### src/iafr_pkg.sv
// iafr_pkg: shared types and constants of the imu angle frame receiver
// no dependencies; used by every module of the block by scoped names

package iafr_pkg;

  localparam int unsigned ByteW    = 8;
  localparam int unsigned PosW     = 4;
  localparam int unsigned YawW     = 16;
  localparam int unsigned CfgIdxW  = 1;

  localparam logic [PosW-1:0]  FirstPos   = 4'd0;
  localparam logic [PosW-1:0]  TypePos    = 4'd1;
  localparam logic [PosW-1:0]  YawLowPos  = 4'd6;
  localparam logic [PosW-1:0]  YawHighPos = 4'd7;
  localparam logic [PosW-1:0]  FrameLast  = 4'd10;

  localparam logic [ByteW-1:0] HeaderReset = 8'h55;
  localparam logic [ByteW-1:0] TypeReset   = 8'h53;

  typedef enum logic [CfgIdxW-1:0] {
    CfgHeader = 1'b0,
    CfgType   = 1'b1
  } cfg_idx_e;

  // one result beat
  typedef struct packed {
    logic            checksum_ok;
    logic [YawW-1:0] yaw_angle;
  } result_t;

endpackage

### src/iafr_in_reg.sv
// iafr_in_reg: input register stage for received bytes
// depends on iafr_pkg

module iafr_in_reg (
  input  logic                      clk_i,
  input  logic                      rst_ni,
  input  logic                      valid_i,
  input  logic [iafr_pkg::ByteW-1:0] byte_i,
  output logic                      ready_o,
  input  logic                      take_i,
  output logic                      valid_o,
  output logic [iafr_pkg::ByteW-1:0] byte_o
);

  logic                       valid_q, valid_d;
  logic [iafr_pkg::ByteW-1:0] byte_q;

  assign ready_o = !valid_q || take_i;
  assign valid_d = ready_o ? valid_i : valid_q;

  always_ff @(posedge clk_i or negedge rst_ni) begin
    if (!rst_ni) begin
      valid_q <= 1'b0;
    end else begin
      valid_q <= valid_d;
    end
  end

  always_ff @(posedge clk_i) begin
    if (ready_o && valid_i) begin
      byte_q <= byte_i;
    end
  end

  assign valid_o = valid_q;
  assign byte_o  = byte_q;

endmodule

### src/iafr_parser.sv
// iafr_parser: frame position tracking, running checksum and yaw assembly
// depends on iafr_pkg

module iafr_parser (
  input  logic                       clk_i,
  input  logic                       rst_ni,
  input  logic                       step_i,
  input  logic [iafr_pkg::ByteW-1:0] byte_i,
  input  logic [iafr_pkg::ByteW-1:0] header_i,
  input  logic [iafr_pkg::ByteW-1:0] type_i,
  output logic                       emit_o,
  output iafr_pkg::result_t          result_o
);

  logic [iafr_pkg::PosW-1:0]  pos_q, pos_d, pos_eff;
  logic [iafr_pkg::ByteW-1:0] sum_q, sum_d;
  logic [iafr_pkg::ByteW-1:0] yaw_lo_q, yaw_lo_d;
  logic [iafr_pkg::YawW-1:0]  yaw_q, yaw_d;

  // positions above the last one fold back to the start
  assign pos_eff = (pos_q > iafr_pkg::FrameLast) ? iafr_pkg::FirstPos : pos_q;
  assign emit_o  = (pos_eff == iafr_pkg::FrameLast);

  assign result_o.yaw_angle   = yaw_q;
  assign result_o.checksum_ok = (sum_q == byte_i);

  always_comb begin
    pos_d    = pos_q;
    sum_d    = sum_q;
    yaw_lo_d = yaw_lo_q;
    yaw_d    = yaw_q;
    if (step_i) begin
      priority if (pos_eff == iafr_pkg::FirstPos) begin
        if (byte_i == header_i) begin
          sum_d = byte_i;
          pos_d = iafr_pkg::TypePos;
        end else begin
          pos_d = iafr_pkg::FirstPos;
        end
      end else if (pos_eff == iafr_pkg::TypePos && byte_i != type_i) begin
        pos_d = iafr_pkg::FirstPos;
      end else if (pos_eff == iafr_pkg::FrameLast) begin
        pos_d = iafr_pkg::FirstPos;
      end else begin
        sum_d = sum_q + byte_i;
        if (pos_eff == iafr_pkg::YawLowPos) begin
          yaw_lo_d = byte_i;
        end else if (pos_eff == iafr_pkg::YawHighPos) begin
          yaw_d = {byte_i, yaw_lo_q};
        end
        pos_d = pos_eff + 4'd1;
      end
    end
  end

  always_ff @(posedge clk_i or negedge rst_ni) begin
    if (!rst_ni) begin
      pos_q    <= '0;
      sum_q    <= '0;
      yaw_lo_q <= '0;
      yaw_q    <= '0;
    end else begin
      pos_q    <= pos_d;
      sum_q    <= sum_d;
      yaw_lo_q <= yaw_lo_d;
      yaw_q    <= yaw_d;
    end
  end

`ifndef SYNTH
  a_pos_range: assert property (@(posedge clk_i) disable iff (!rst_ni)
    pos_q <= iafr_pkg::FrameLast)
    else $error("frame position out of range");

  a_emit_restarts: assert property (@(posedge clk_i) disable iff (!rst_ni)
    step_i && emit_o |=> pos_q == iafr_pkg::FirstPos)
    else $error("position not restarted after last frame byte");

  a_bad_header_dropped: assert property (@(posedge clk_i) disable iff (!rst_ni)
    step_i && pos_q == iafr_pkg::FirstPos && byte_i != header_i
    |=> pos_q == iafr_pkg::FirstPos && $stable(sum_q))
    else $error("wrong header byte was not dropped");
`endif

endmodule

### src/iafr_out_reg.sv
// iafr_out_reg: result register in front of the output stream
// depends on iafr_pkg

module iafr_out_reg (
  input  logic              clk_i,
  input  logic              rst_ni,
  input  logic              load_i,
  input  iafr_pkg::result_t result_i,
  output logic              free_o,
  output logic              valid_o,
  input  logic              ready_i,
  output iafr_pkg::result_t result_o
);

  logic              valid_q, valid_d;
  iafr_pkg::result_t result_q;

  // slot is free when empty or being drained this cycle
  assign free_o  = !valid_q || ready_i;
  assign valid_d = load_i || (valid_q && !ready_i);

  always_ff @(posedge clk_i or negedge rst_ni) begin
    if (!rst_ni) begin
      valid_q <= 1'b0;
    end else begin
      valid_q <= valid_d;
    end
  end

  always_ff @(posedge clk_i) begin
    if (load_i) begin
      result_q <= result_i;
    end
  end

  assign valid_o  = valid_q;
  assign result_o = result_q;

endmodule

### src/imu_angle_frame_receiver.sv
// imu_angle_frame_receiver: top level of the imu angle frame parser
// depends on iafr_pkg, iafr_in_reg, iafr_parser and iafr_out_reg

// Takes serial bytes one beat at a time and hunts for an 11-byte angle frame:
// byte 0 must match the header register (reset 0x55), byte 1 the type
// register (reset 0x53). A wrong header byte is dropped, a wrong type byte
// restarts the hunt. Bytes 0 to 9 feed an 8-bit running sum, bytes 6 and 7
// form the yaw word (low, high). On byte 10 one result beat leaves: the yaw
// as a 16-bit binary angle (360/65536 degrees per unit) and a flag that byte
// 10 equals the running sum. Every other byte gives no output beat.
// Rate: one byte per clock, sustained; a byte goes through an input register,
// the parser logic and a result register, and the result register is loaded
// as the last frame byte leaves the input register. The input side only stalls
// when a finished result is still waiting in the result register and the
// byte in the input register is another frame end. Configuration writes take
// effect on the next clock and are meant to be made while the block is idle.

module imu_angle_frame_receiver (
  input  logic                         clk_i,
  input  logic                         rst_ni,
  // received bytes
  input  logic                         s_axis_tvalid_i,
  output logic                         s_axis_tready_o,
  input  logic [7:0]                   s_axis_tdata_i,  // [7:0] rx_byte
  // frame results
  output logic                         m_axis_tvalid_o,
  input  logic                         m_axis_tready_i,
  output logic [23:0]                  m_axis_tdata_o,  // [15:0] yaw_angle, [16] checksum_ok
  // register writes
  input  logic                         cfg_we_i,
  input  logic [iafr_pkg::CfgIdxW-1:0] cfg_idx_i,
  input  logic [iafr_pkg::ByteW-1:0]   cfg_wdata_i
);

  logic [iafr_pkg::ByteW-1:0] header_q, header_d;
  logic [iafr_pkg::ByteW-1:0] type_q, type_d;

  logic                       in_valid;
  logic [iafr_pkg::ByteW-1:0] in_byte;
  logic                       step;
  logic                       emit;
  logic                       out_free;
  iafr_pkg::result_t          parse_res;
  iafr_pkg::result_t          out_res;

  // configuration registers
  always_comb begin
    header_d = header_q;
    type_d   = type_q;
    if (cfg_we_i) begin
      unique case (iafr_pkg::cfg_idx_e'(cfg_idx_i))
        iafr_pkg::CfgHeader: header_d = cfg_wdata_i;
        iafr_pkg::CfgType:   type_d   = cfg_wdata_i;
        default: ;
      endcase
    end
  end

  always_ff @(posedge clk_i or negedge rst_ni) begin
    if (!rst_ni) begin
      header_q <= iafr_pkg::HeaderReset;
      type_q   <= iafr_pkg::TypeReset;
    end else begin
      header_q <= header_d;
      type_q   <= type_d;
    end
  end

  // a byte is consumed unless it ends a frame and the result slot is full
  assign step = in_valid && (!emit || out_free);

  iafr_in_reg u_in_reg (
    .clk_i   (clk_i),
    .rst_ni  (rst_ni),
    .valid_i (s_axis_tvalid_i),
    .byte_i  (s_axis_tdata_i),
    .ready_o (s_axis_tready_o),
    .take_i  (step),
    .valid_o (in_valid),
    .byte_o  (in_byte)
  );

  iafr_parser u_parser (
    .clk_i    (clk_i),
    .rst_ni   (rst_ni),
    .step_i   (step),
    .byte_i   (in_byte),
    .header_i (header_q),
    .type_i   (type_q),
    .emit_o   (emit),
    .result_o (parse_res)
  );

  iafr_out_reg u_out_reg (
    .clk_i    (clk_i),
    .rst_ni   (rst_ni),
    .load_i   (step && emit),
    .result_i (parse_res),
    .free_o   (out_free),
    .valid_o  (m_axis_tvalid_o),
    .ready_i  (m_axis_tready_i),
    .result_o (out_res)
  );

  assign m_axis_tdata_o = {7'd0, out_res.checksum_ok, out_res.yaw_angle};

endmodule
### config.mk
export PLATFORM = sky130hd
export DESIGN_NAME = imu_angle_frame_receiver
export DESIGN_NICKNAME = d
export VERILOG_FILES = /design/src/iafr_pkg.sv /design/src/iafr_in_reg.sv /design/src/iafr_parser.sv /design/src/iafr_out_reg.sv /design/src/imu_angle_frame_receiver.sv
export SDC_FILE = /design/constraint.sdc
export NUM_CORES = 1
export LEC_CHECK = 0
export ABC_CLOCK_PERIOD_IN_PS = 4800
export BUFFER_PORTS_ARGS = -buffer_cell sky130_fd_sc_hd__buf_2
export CORE_UTILIZATION = 50
export DETAILED_ROUTE_END_ITERATION = 12
export PLACE_DENSITY_LB_ADDON = 0.08
export SKIP_LAST_GASP = 1
export SYNTH_ARGS = -nofsm -noshare
export SYNTH_HDL_FRONTEND = slang
export SYNTH_SLANG_ARGS = --single-unit
export TNS_END_PERCENT = 1
### constraint.sdc
create_clock -name clk_i -period 4.8 [get_ports clk_i]
set_input_delay 0.48 -clock clk_i [delete_from_list [all_inputs] [get_ports clk_i]]
set_output_delay 0.48 -clock clk_i [all_outputs]
set_load 0.005 [all_outputs]
[Word-level counts from Yosys, hierarchy flattened]
Cells that the tools add are included.
Operators by class
  add/sub/neg operators: 2
  magnitude comparators: 1
  eq/ne operators: 10
  muxes and demuxes: 9
  bitwise gates (word level): 5
  reductions and logical operators: 19
Operators with widths (number)
  8-bit 2-to-1 mux: 4
  8-bit equality test: 2
  4-bit 2-to-1 mux: 4
  8-bit adder: 1
  4-bit by 3-bit equality test with 1-bit output (second input constant): 2
  8-bit inequality test: 1
  6-bit AND reduction: 1
  1-bit logical AND: 5
  1-bit NOT: 5
  5-bit AND reduction: 1
  4-bit by 1-bit adder with 4-bit output (second input constant): 1
  4-bit by 1-bit equality test with 1-bit output (second input constant): 1
  4-bit equality test (second input constant): 1
  4-bit > comparator (second input constant): 1
  1-bit zero test: 4
  4-bit zero test: 1
  1-bit logical OR: 4
  2-bit by 1-bit inequality test with 1-bit output (second input constant): 2
  2-bit AND reduction: 2
  4-bit AND reduction: 1
  2-bit inequality test (second input constant): 1
  1-bit 2-to-1 mux: 1
Storage, ports and cells
  register bits after elaboration: 79
  input bits: 22
  output and inout port bits: 26
  logic and storage cells: 57

[Longest topological paths before layout]
Gate-level depths: netlist of run 1.
  depth after elaboration: 8
  depth in mapped cells: 9

[By module]
Synthesis of run 1 repeated with hierarchy kept, for this count alone.
Second synthesis, totals
  cells, all modules: 273
  area total of the unflattened synthesis: 3696.0 um^2
By module, submodules not included
  iafr_parser: instances 1, cells each 195, area an instance 2118.3 um^2, seq. area each 900.9 um^2
  imu_angle_frame_receiver: instances 1, cells each 46, area an instance 725.7 um^2, seq. area each 410.4 um^2
  iafr_out_reg: instances 1, cells each 20, area an instance 558.0 um^2, seq. area each 535.5 um^2
  iafr_in_reg: instances 1, cells each 12, area an instance 294.0 um^2, seq. area each 265.3 um^2

[Worst setup path after synthesis of run 1]
No wires, ideal clock.
  path type: register to register
  start: register u_in_reg.byte_q, in the netlist u_in_reg.byte_o[0]
  end: register u_parser.sum_q[6] (netlist bit)
  arrival: 2.127 ns
  data required time: 4.736 ns
  path slack: 2.609 ns
  stages on the path, launching flop included: 10
  clock period less this slack: 2.191 ns
  cells stage by stage: edfxtp_1 ha_1 inv_1 fa_1 nor2b_1 o31a_1 o21a_1 or4b_1 a31oi_1 a21o_1
Between the ends
  longest elaborated chain between the ends: 4
Ends and longest elaborated chain
  start: declaration: line iafr_in_reg.sv:16  | logic [iafr_pkg::ByteW-1:0] byte_q;
  start signal: assignment: line iafr_in_reg.sv:31  | byte_q <= byte_i;
  8-bit adder or 8-bit inequality test (tied branches): line iafr_parser.sv:45, iafr_parser.sv:40
  8-bit 2-to-1 mux or 1-bit logical AND (tied branches): line iafr_parser.sv:42, iafr_parser.sv:40
  8-bit 2-to-1 mux or 2-bit by 1-bit inequality test with 1-bit output (tied branches)
  8-bit 2-to-1 mux or 4-bit AND reduction (tied branches)
  end signal: assignment: line iafr_parser.sv:64  | sum_q <= sum_d;
  end: declaration: line iafr_parser.sv:16  | logic [iafr_pkg::ByteW-1:0] sum_q, sum_d;
Parallel ways exist; a longest one is shown, timed or not. The select of a mux whose other input is x is not followed.
A chain may end at the register's enable or synchronous reset.

[Worst setup path after layout of run 1]
  start: register u_parser.pos_q[3] (netlist bit)
  end: register u_parser.sum_q[3] (netlist bit)
Between the ends
  longest elaborated chain between the ends: 7
Ends and longest elaborated chain
  start: declaration: line iafr_parser.sv:15  | logic [iafr_pkg::PosW-1:0] pos_q, pos_d, pos_eff;
  start signal: assignment: line iafr_parser.sv:63  | pos_q <= pos_d;
  4-bit > comparator: line iafr_parser.sv:21  | assign pos_eff = (pos_q > iafr_pkg::FrameLast) ? iafr_pkg::FirstPos : pos_q;
  4-bit 2-to-1 mux (*): line iafr_parser.sv:21
  4-bit equality test: line iafr_parser.sv:22, iafr_parser.sv:42
  1-bit zero test: line imu_angle_frame_receiver.sv:70  | assign step = in_valid && (!emit || out_free);
  1-bit logical OR: line imu_angle_frame_receiver.sv:70
  1-bit logical AND: line imu_angle_frame_receiver.sv:70
  4-bit AND reduction (no source line)
Every way passes the cells marked *; elsewhere a longest branch is shown, timed or not.

==> flow_summary_export.csv, run 1 <==
group,metric,value,unit
status,status,"completed",
die,initial_core_util,0.526,
finish,insertedDiodeCount,0,
yosys,synth_largest_area_cell,"dfrtp_1",
yosys,netlist_area,0.00363,mm^2
critical_path,worst_ep_required_time,5.02,ns
die,ioPinCount,48,
run,drv_cap,0,
finish,syn2layout_area_growth,12.3,%
yosys,synthCells,275,
die,die_area,0.00761,mm^2
critical_path,r2r_cells,5,
placed_design,io_buffers,40,
routing,vias,2214,
grt,overflow,0,
finish,fillCellCount,607,
clock_network,post_cts_resized,0,
routing,wire_per_inst,15.2,um
critical_path,timing.rr.start,"u_parser.pos_q[3]",
yosys,synth.area.top_cells,"dfrtp_1 (32%), edfxtp_1 (21%), mux2_2 (11%)",
power_and_ir_drop,peakVddDrop,0.239,mV
timing,setup_viol,0,
finish,drive_gt1_frac,0.342,
power_and_ir_drop,p_leak,1.73,nW
timing,worst_slack,2.30,ns
placed_design,hpwl,4390,um
critical_path,start_kind,"register",
critical_path,cp_cell_sequence,"nor3_2 -> a22o_1 -> nor2_1 -> a21oi_2 -> mux2_1",
yosys,yosys_register_bits,79,
critical_path,critPathMaxStageDelay,0.58,ns
timing,min_period,2.50,ns
critical_path,r2r_end,"u_parser.sum_q[3]",
critical_path,regToRegSetupSlack,2.30,ns
routing,drcViolationCount,0,
clock_network,cts.reportedPaths.clkPinSlew,0.09,ns
clock_network,clockBufferDepth,2,
grt,antenna_found_initial,0,
clock_network,cts_buffers,9,
timing,relSlewSlack,0.495,
clock_network,post_cts.repair.setup_buffers,0,
critical_path,end_kind,"register",
routing,drt_pass1_iterations,4,
clock_network,htreeDepth,3,
clock_network,cts_sinks,79,
die,fp.dieW,87.2,um
clock_network,cts.hold.buffers_added,0,
yosys,yosys_warnings,0,
clock_network,clockRootBuffer,"clkbuf_8",
finish,fin_util,0.590,
grt,grt_pass1_wl,10400,um
critical_path,worstSetupPathType,"register to register",
finish,nNetsFinal,347,
clock_network,cts_tree,"built",
clock_network,clock_latency,0.34,ns
grt,first_global_vias,2035,
critical_path,path_max_fanout,18,
timing,finalHoldViolations,0,
timing,worst_pin_slew,0.756,ns
timing,rsz0062_at_grt,"no",
critical_path,cp.arrival,2.72,ns
timing,slew_viol_final,0,
power_and_ir_drop,p_per_area,508,mW/mm^2
routing,wirelength,6350,um
finish,final_common_cell,"dfrtp_1",
routing,vias_per_cell,5.30,
placed_design,gp_congestion,0.801,
yosys,syn_area_per_cell,13.2,um^2
yosys,yosys.area.top_type_share,0.317,
grt,grt_max_degree,55,
finish,final_cell_mix,"dfrtp_1 (46), buf_2 (40), mux2_2 (36)",
yosys,async_flop_share,0.684,
yosys,synth_cell_types,51,
timing,fin_setup_tns,0,ns
timing,post-route-period-util,0.521,
grt,grt_usage,0.185,
critical_path,cpMaxStageDelayCell,"a22o_1",
yosys,yosysSeqAreaShare,0.582,
routing,ant_nets,0,
die,core,0.00691,mm^2
die,die_h,87.2,um
timing,finClkSkew,0.0119,ns
routing,drt_iter0_drc,166,
yosys,synthFlopType,"dfrtp_1",
yosys,synth_edf_count,25,
placed_design,post-place-ws,2.33,ns
die,rows,30,
hold_path,hp-class,"input port to async pin",
timing,fmax,400,MHz
## routing by layer
metal	GRT usage	part of all wire
met2	0.281	0.47
met5	0	0
met4	0.0447	0.0050
met1	0.266	0.48
met3	0.0521	0.041
## worst max-delay path, delay by kind of cell, from the launching register on
| kind | cells | cell delay (ns) |
|---|---|---|
| flops | 1 | 0.51 |
| simple gates | 2 | 0.33 |
| mux | 1 | 0.38 |
| compound gates | 2 | 1.16 |
## sequential cells by signal (all words and copies together) (netlist names)
signal and flops:
u_parser.pos_q 4, u_parser.yaw_lo_q 8, u_in_reg.byte_o 8, header_q 8
u_out_reg.valid_o 1, u_parser.yaw_q 16, u_in_reg.valid_o 1, type_q 8
u_out_reg.result_o 17, u_parser.sum_q 8
## layout make-up
type	count	area, um^2	area share
Tap cell	96	120	0.0295
Clock buffer	9	124	0.0304
Multi-Input combinational cell	180	1420	0.347
Sequential cell	79	2110	0.518
Clock inverter	7	72.6	0.0178
Timing Repair Buffer	42	215	0.0528
Inverter	5	18.8	0.00460
## cells in the mapped netlist (all sizes together) (2+ instances only)
library cell / instances
a31oi: 2
o31a: 3
o31ai: 2
nor2: 13
inv: 5
nand4: 4
nor2b: 4
nor3: 7
clkbuf: 3
mux2: 41
a21o: 4
o211ai: 2
or4b: 2
nand3: 3
and2: 3
o21ai: 13
edfxtp: 25
ha: 7
a211oi: 4
dfstp: 8
nand2b: 3
buf: 14
o21a: 4
xnor2: 16
nand2: 14
dfrtp: 46
a21oi: 6
## power by group
| group | internal (W) | switching, W | leakage, nW |
|---|---|---|---|
| clock network | 0.000241 | 0.000241 | 0.0956 |
| logic | 0.000305 | 0.000302 | 0.739 |
| registers | 0.000865 | 0.000118 | 0.899 |
## logic make-up (layout without fill, tap and decap cells)
family          count (synthesis)  after routing  synth area share
xor+xnor                       16             16            0.0386
simple gates                   59             59            0.0924
buf+inv                        22             63            0.0348
fa+ha+maj                       8              8            0.0296
flops                          79             79             0.582
compound gates                 48             48            0.0920
other cells                     1              7           0.00103
mux                            42             42             0.130
## how the worst max path moves through the flow
stage / start / to / slack, ns
finish: u_parser.pos_q[3] / u_parser.sum_q[3] / 2.30
global route: u_parser.pos_q[3] / u_parser.sum_q[3] / 2.14
CTS: u_parser.pos_q[1] / u_parser.sum_q[3] / 2.32
detailed placement: u_parser.pos_q[1] / u_parser.sum_q[3] / 2.33
global placement: u_parser.pos_q[1] / u_parser.sum_q[3] / 2.40
floorplan: u_in_reg.byte_o[0] / u_parser.sum_q[6] / 2.61
## metrics by stage
| stage | hold WS [ns] | instance area, um^2 | instances | power, W |
|---|---|---|---|---|
| final | 0.262 | 4080 | 418 | 0.00207 |
| after global routing | 0.295 | 4080 | 418 | 0.00221 |
| after CTS | 0.289 | 4080 | 418 | 0.00209 |
| after detailed placement | 0.431 | 3880 | 402 | 0.00160 |
| after global placement | 0.427 | 3880 | 402 | 0.00158 |
| after floorplan | 0.184 | 3650 | 281 | 0.00149 |
(Power assumes the default switching activity.)
==> run 2, diff against run 1 <==
- ABC_AREA: unset -> 1
- ABC_CLOCK_PERIOD_IN_PS: 4800 -> 2600
- clock period: 4.8 -> 2.6 ns (I/O delays scaled with it)
==> run 2 against run 1 <==
- routed wire length rose by 6.2%
- setup slack worse by 1.7 ns
- critical endpoint is now u_parser.sum_q[2]
- flip-flop and latch count unchanged
- worst hold slack worse by 0.17 ns
- combinational power up 110%
- first-iteration DRC count fell by 29%
- clock power up 87%
- clock skew shrank 0.0025 ns
- highest routed layer unchanged
==> flow_summary_export.csv, run 2 <==
group,metric,value,unit
routing,wire_per_inst,12.2,um
clock_network,htreeDepth,3,
finish,largest_reg_flops,17,
clock_network,cts.reportedPaths.clkPinSlew,0.08,ns
critical_path,regToRegSetupSlack,0.58,ns
die,die_h,89.4,um
die,ioPinCount,48,
critical_path,start_kind,"register",
die,initial_core_util,0.521,
yosys,yosys_warnings,0,
critical_path,worst_ep_required_time,2.83,ns
yosys,synth_edf_count,25,
yosys,yosys_register_bits,79,
critical_path,cp-endpoint,"u_parser.sum_q[2]",
timing,relSlewSlack,0.538,
routing,vias_per_cell,4.74,
power_and_ir_drop,p_leak,2.09,nW
timing,finalHoldViolations,0,
placed_design,hpwl,4910,um
clock_network,clock_latency,0.35,ns
clock_network,clockRootBuffer,"clkbuf_8",
die,rows,31,
yosys,synthFlopType,"dfrtp_1",
yosys,syn_area_per_cell,9.43,um^2
yosys,synth.area.top_cells,"dfrtp_1 (30%), edfxtp_1 (20%), nand2_1 (12%)",
yosys,synthCells,405,
yosys,synth_largest_area_cell,"dfrtp_1",
routing,drt_iter0_drc,118,
timing,hold_ws,0.0886,ns
grt,first_global_vias,2479,
placed_design,gp_congestion,0.855,
finish,fillCellCount,692,
critical_path,cp.arrival,2.25,ns
clock_network,cts_sinks,79,
timing,worst_pin_slew,0.692,ns
yosys,synth_common_cells,"nand2_1 (127), inv_1 (51), dfrtp_1 (46)",
routing,ant_nets,0,
grt,grt_pass1_wl,11400,um
grt,antenna_found_initial,0,
timing,rsz0062_at_grt,"no",
power_and_ir_drop,p_per_area,935,mW/mm^2
run,drv_cap,0,
critical_path,end_kind,"register",
status,status,"completed",
finish,final_common_cell,"nand2_1",
yosys,yosys.area.top_type_share,0.301,
grt,overflow,0,
timing,fmax,496,MHz
placed_design,placed_cells,535,
routing,drt_pass1_iterations,4,
timing,min_period,2.02,ns
critical_path,path_max_fanout,12,
finish,drive_gt1_frac,0.212,
finish,final_cell_mix,"nand2_1 (127), inv_1 (51), dfrtp_1 (46)",
finish,nNetsFinal,478,
critical_path,crit_path_start,"u_parser.pos_q[0]",
die,fp.dieW,89.4,um
yosys,async_flop_share,0.684,
timing,post-route-period-util,0.776,
routing,wirelength,6750,um
grt,grt_usage,0.190,
timing,finClkSkew,0.00938,ns
timing,fin_setup_tns,0,ns
placed_design,io_buffers,40,
power_and_ir_drop,peakVddDrop,0.335,mV
finish,final_cells,552,
timing,setup_viol,0,
hold_path,hp-class,"input port to register",
finish,fin_util,0.580,
clock_network,post_cts_resized,0,
critical_path,worstSetupPathType,"register to register",
die,die_area,0.00800,mm^2
yosys,synth.most_common_cell,"nand2_1",
routing,drcViolationCount,0,
die,core,0.00733,mm^2
clock_network,clockBufferDepth,2,
timing,slew_viol_final,0,
routing,vias,2614,
clock_network,cts_buffers,9,
critical_path,timing.rr.start,"u_parser.pos_q[0]",
yosys,yosysSeqAreaShare,0.553,
finish,insertedDiodeCount,0,
critical_path,r2r_end,"u_parser.sum_q[2]",
yosys,netlist_area,0.00382,mm^2
critical_path,r2r_cells,11,
finish,syn2layout_area_growth,11.2,%
yosys,synth_cell_types,33,
grt,grt_max_degree,38,
clock_network,post_cts.repair.setup_buffers,0,
clock_network,cts_tree,"built",
[run 2: cells by family (layout without fill, tap and decap cells)]
kind of cell / Yosys count / in the layout / share of synthesized area
AND/OR/NAND/NOR: 178 / 178 / 0.209
flip-flops: 79 / 79 / 0.553
buffers and inverters: 71 / 113 / 0.0910
AO/OA/AOI/OAI: 53 / 53 / 0.0835
XOR/XNOR: 15 / 15 / 0.0344
adder cells (fa/ha/maj): 8 / 8 / 0.0282
other: 1 / 7 / 0.000981
[run 2: timing repair]
action	4_1_cts	5_1_grt
endpoints found under the hold margin	9	0
setup endpoints to repair	0	0
hold buffers	1	0
[run 2: area by class of cell]
type | count | area [um^2] | area share
inverters | 54 | 206 | 0.0486
flip-flops and latches | 79 | 2110 | 0.497
multi-input cells | 261 | 1380 | 0.326
well taps | 99 | 124 | 0.0292
clock inverters | 7 | 73.8 | 0.0174
clock buffers | 9 | 124 | 0.0292
repair buffers | 43 | 225 | 0.0530
[run 2: worst max-delay path: stages, from the launching register on]
cell and delay, ns:
dfrtp_1 0.57, nand2_2 0.12, nand2_1 0.10, nand2_1 0.08
o21ai_0 0.12, nand2_1 0.30, clkinv_2 0.18, nand2_2 0.08
nand2_4 0.14, nand2_4 0.10, nand2_1 0.08, nand2_1 0.04
[run 2: power breakdown]
part	internal [W]	total, W	switching (W)
registers	0.00158	0.00178	0.000193
logic	0.000473	0.00130	0.000823
clock network	0.000445	0.000900	0.000455
total	0.00250	0.00397	0.00147
[run 2: metal layers]
metal / up-vias / wire length, um / part of all wire / global-route usage
li1: 1363 / - / - / -
met1: 1188 / 3400 / 0.50 / 0.253
met2: 54 / 3060 / 0.45 / 0.318
met3: 9 / 203 / 0.030 / 0.0305
met4: 0 / 87 / 0.013 / 0.0606
met5: - / 0 / 0 / 0
[run 2: worst min-delay path by stage]
| stage | start | endpoint | slack (ns) | depth (start not counted) |
|---|---|---|---|---|
| final | s_axis_tdata_i[3] | u_in_reg.byte_o[3] | 0.09 | 1 |
| after global routing | s_axis_tdata_i[3] | u_in_reg.byte_o[3] | 0.07 | 1 |
| after CTS | s_axis_tdata_i[3] | u_in_reg.byte_o[3] | 0.08 | 1 |
| after detailed placement | rst_ni | type_q[5] | 0.21 | 1 |
| after global placement | rst_ni | u_in_reg.valid_o | 0.21 | 1 |
| after floorplan | rst_ni | header_q[1] | -0.04 | 0 |
[run 2: through the flow]
step                      power (W)  instance area, um^2  setup slack, ns
after CTS                   0.00400                 4250            0.616
after global placement      0.00305                 4040            0.665
after global routing        0.00429                 4250            0.346
after detailed placement    0.00309                 4040            0.626
final                       0.00397                 4250            0.582
after floorplan             0.00283                 3840            0.905
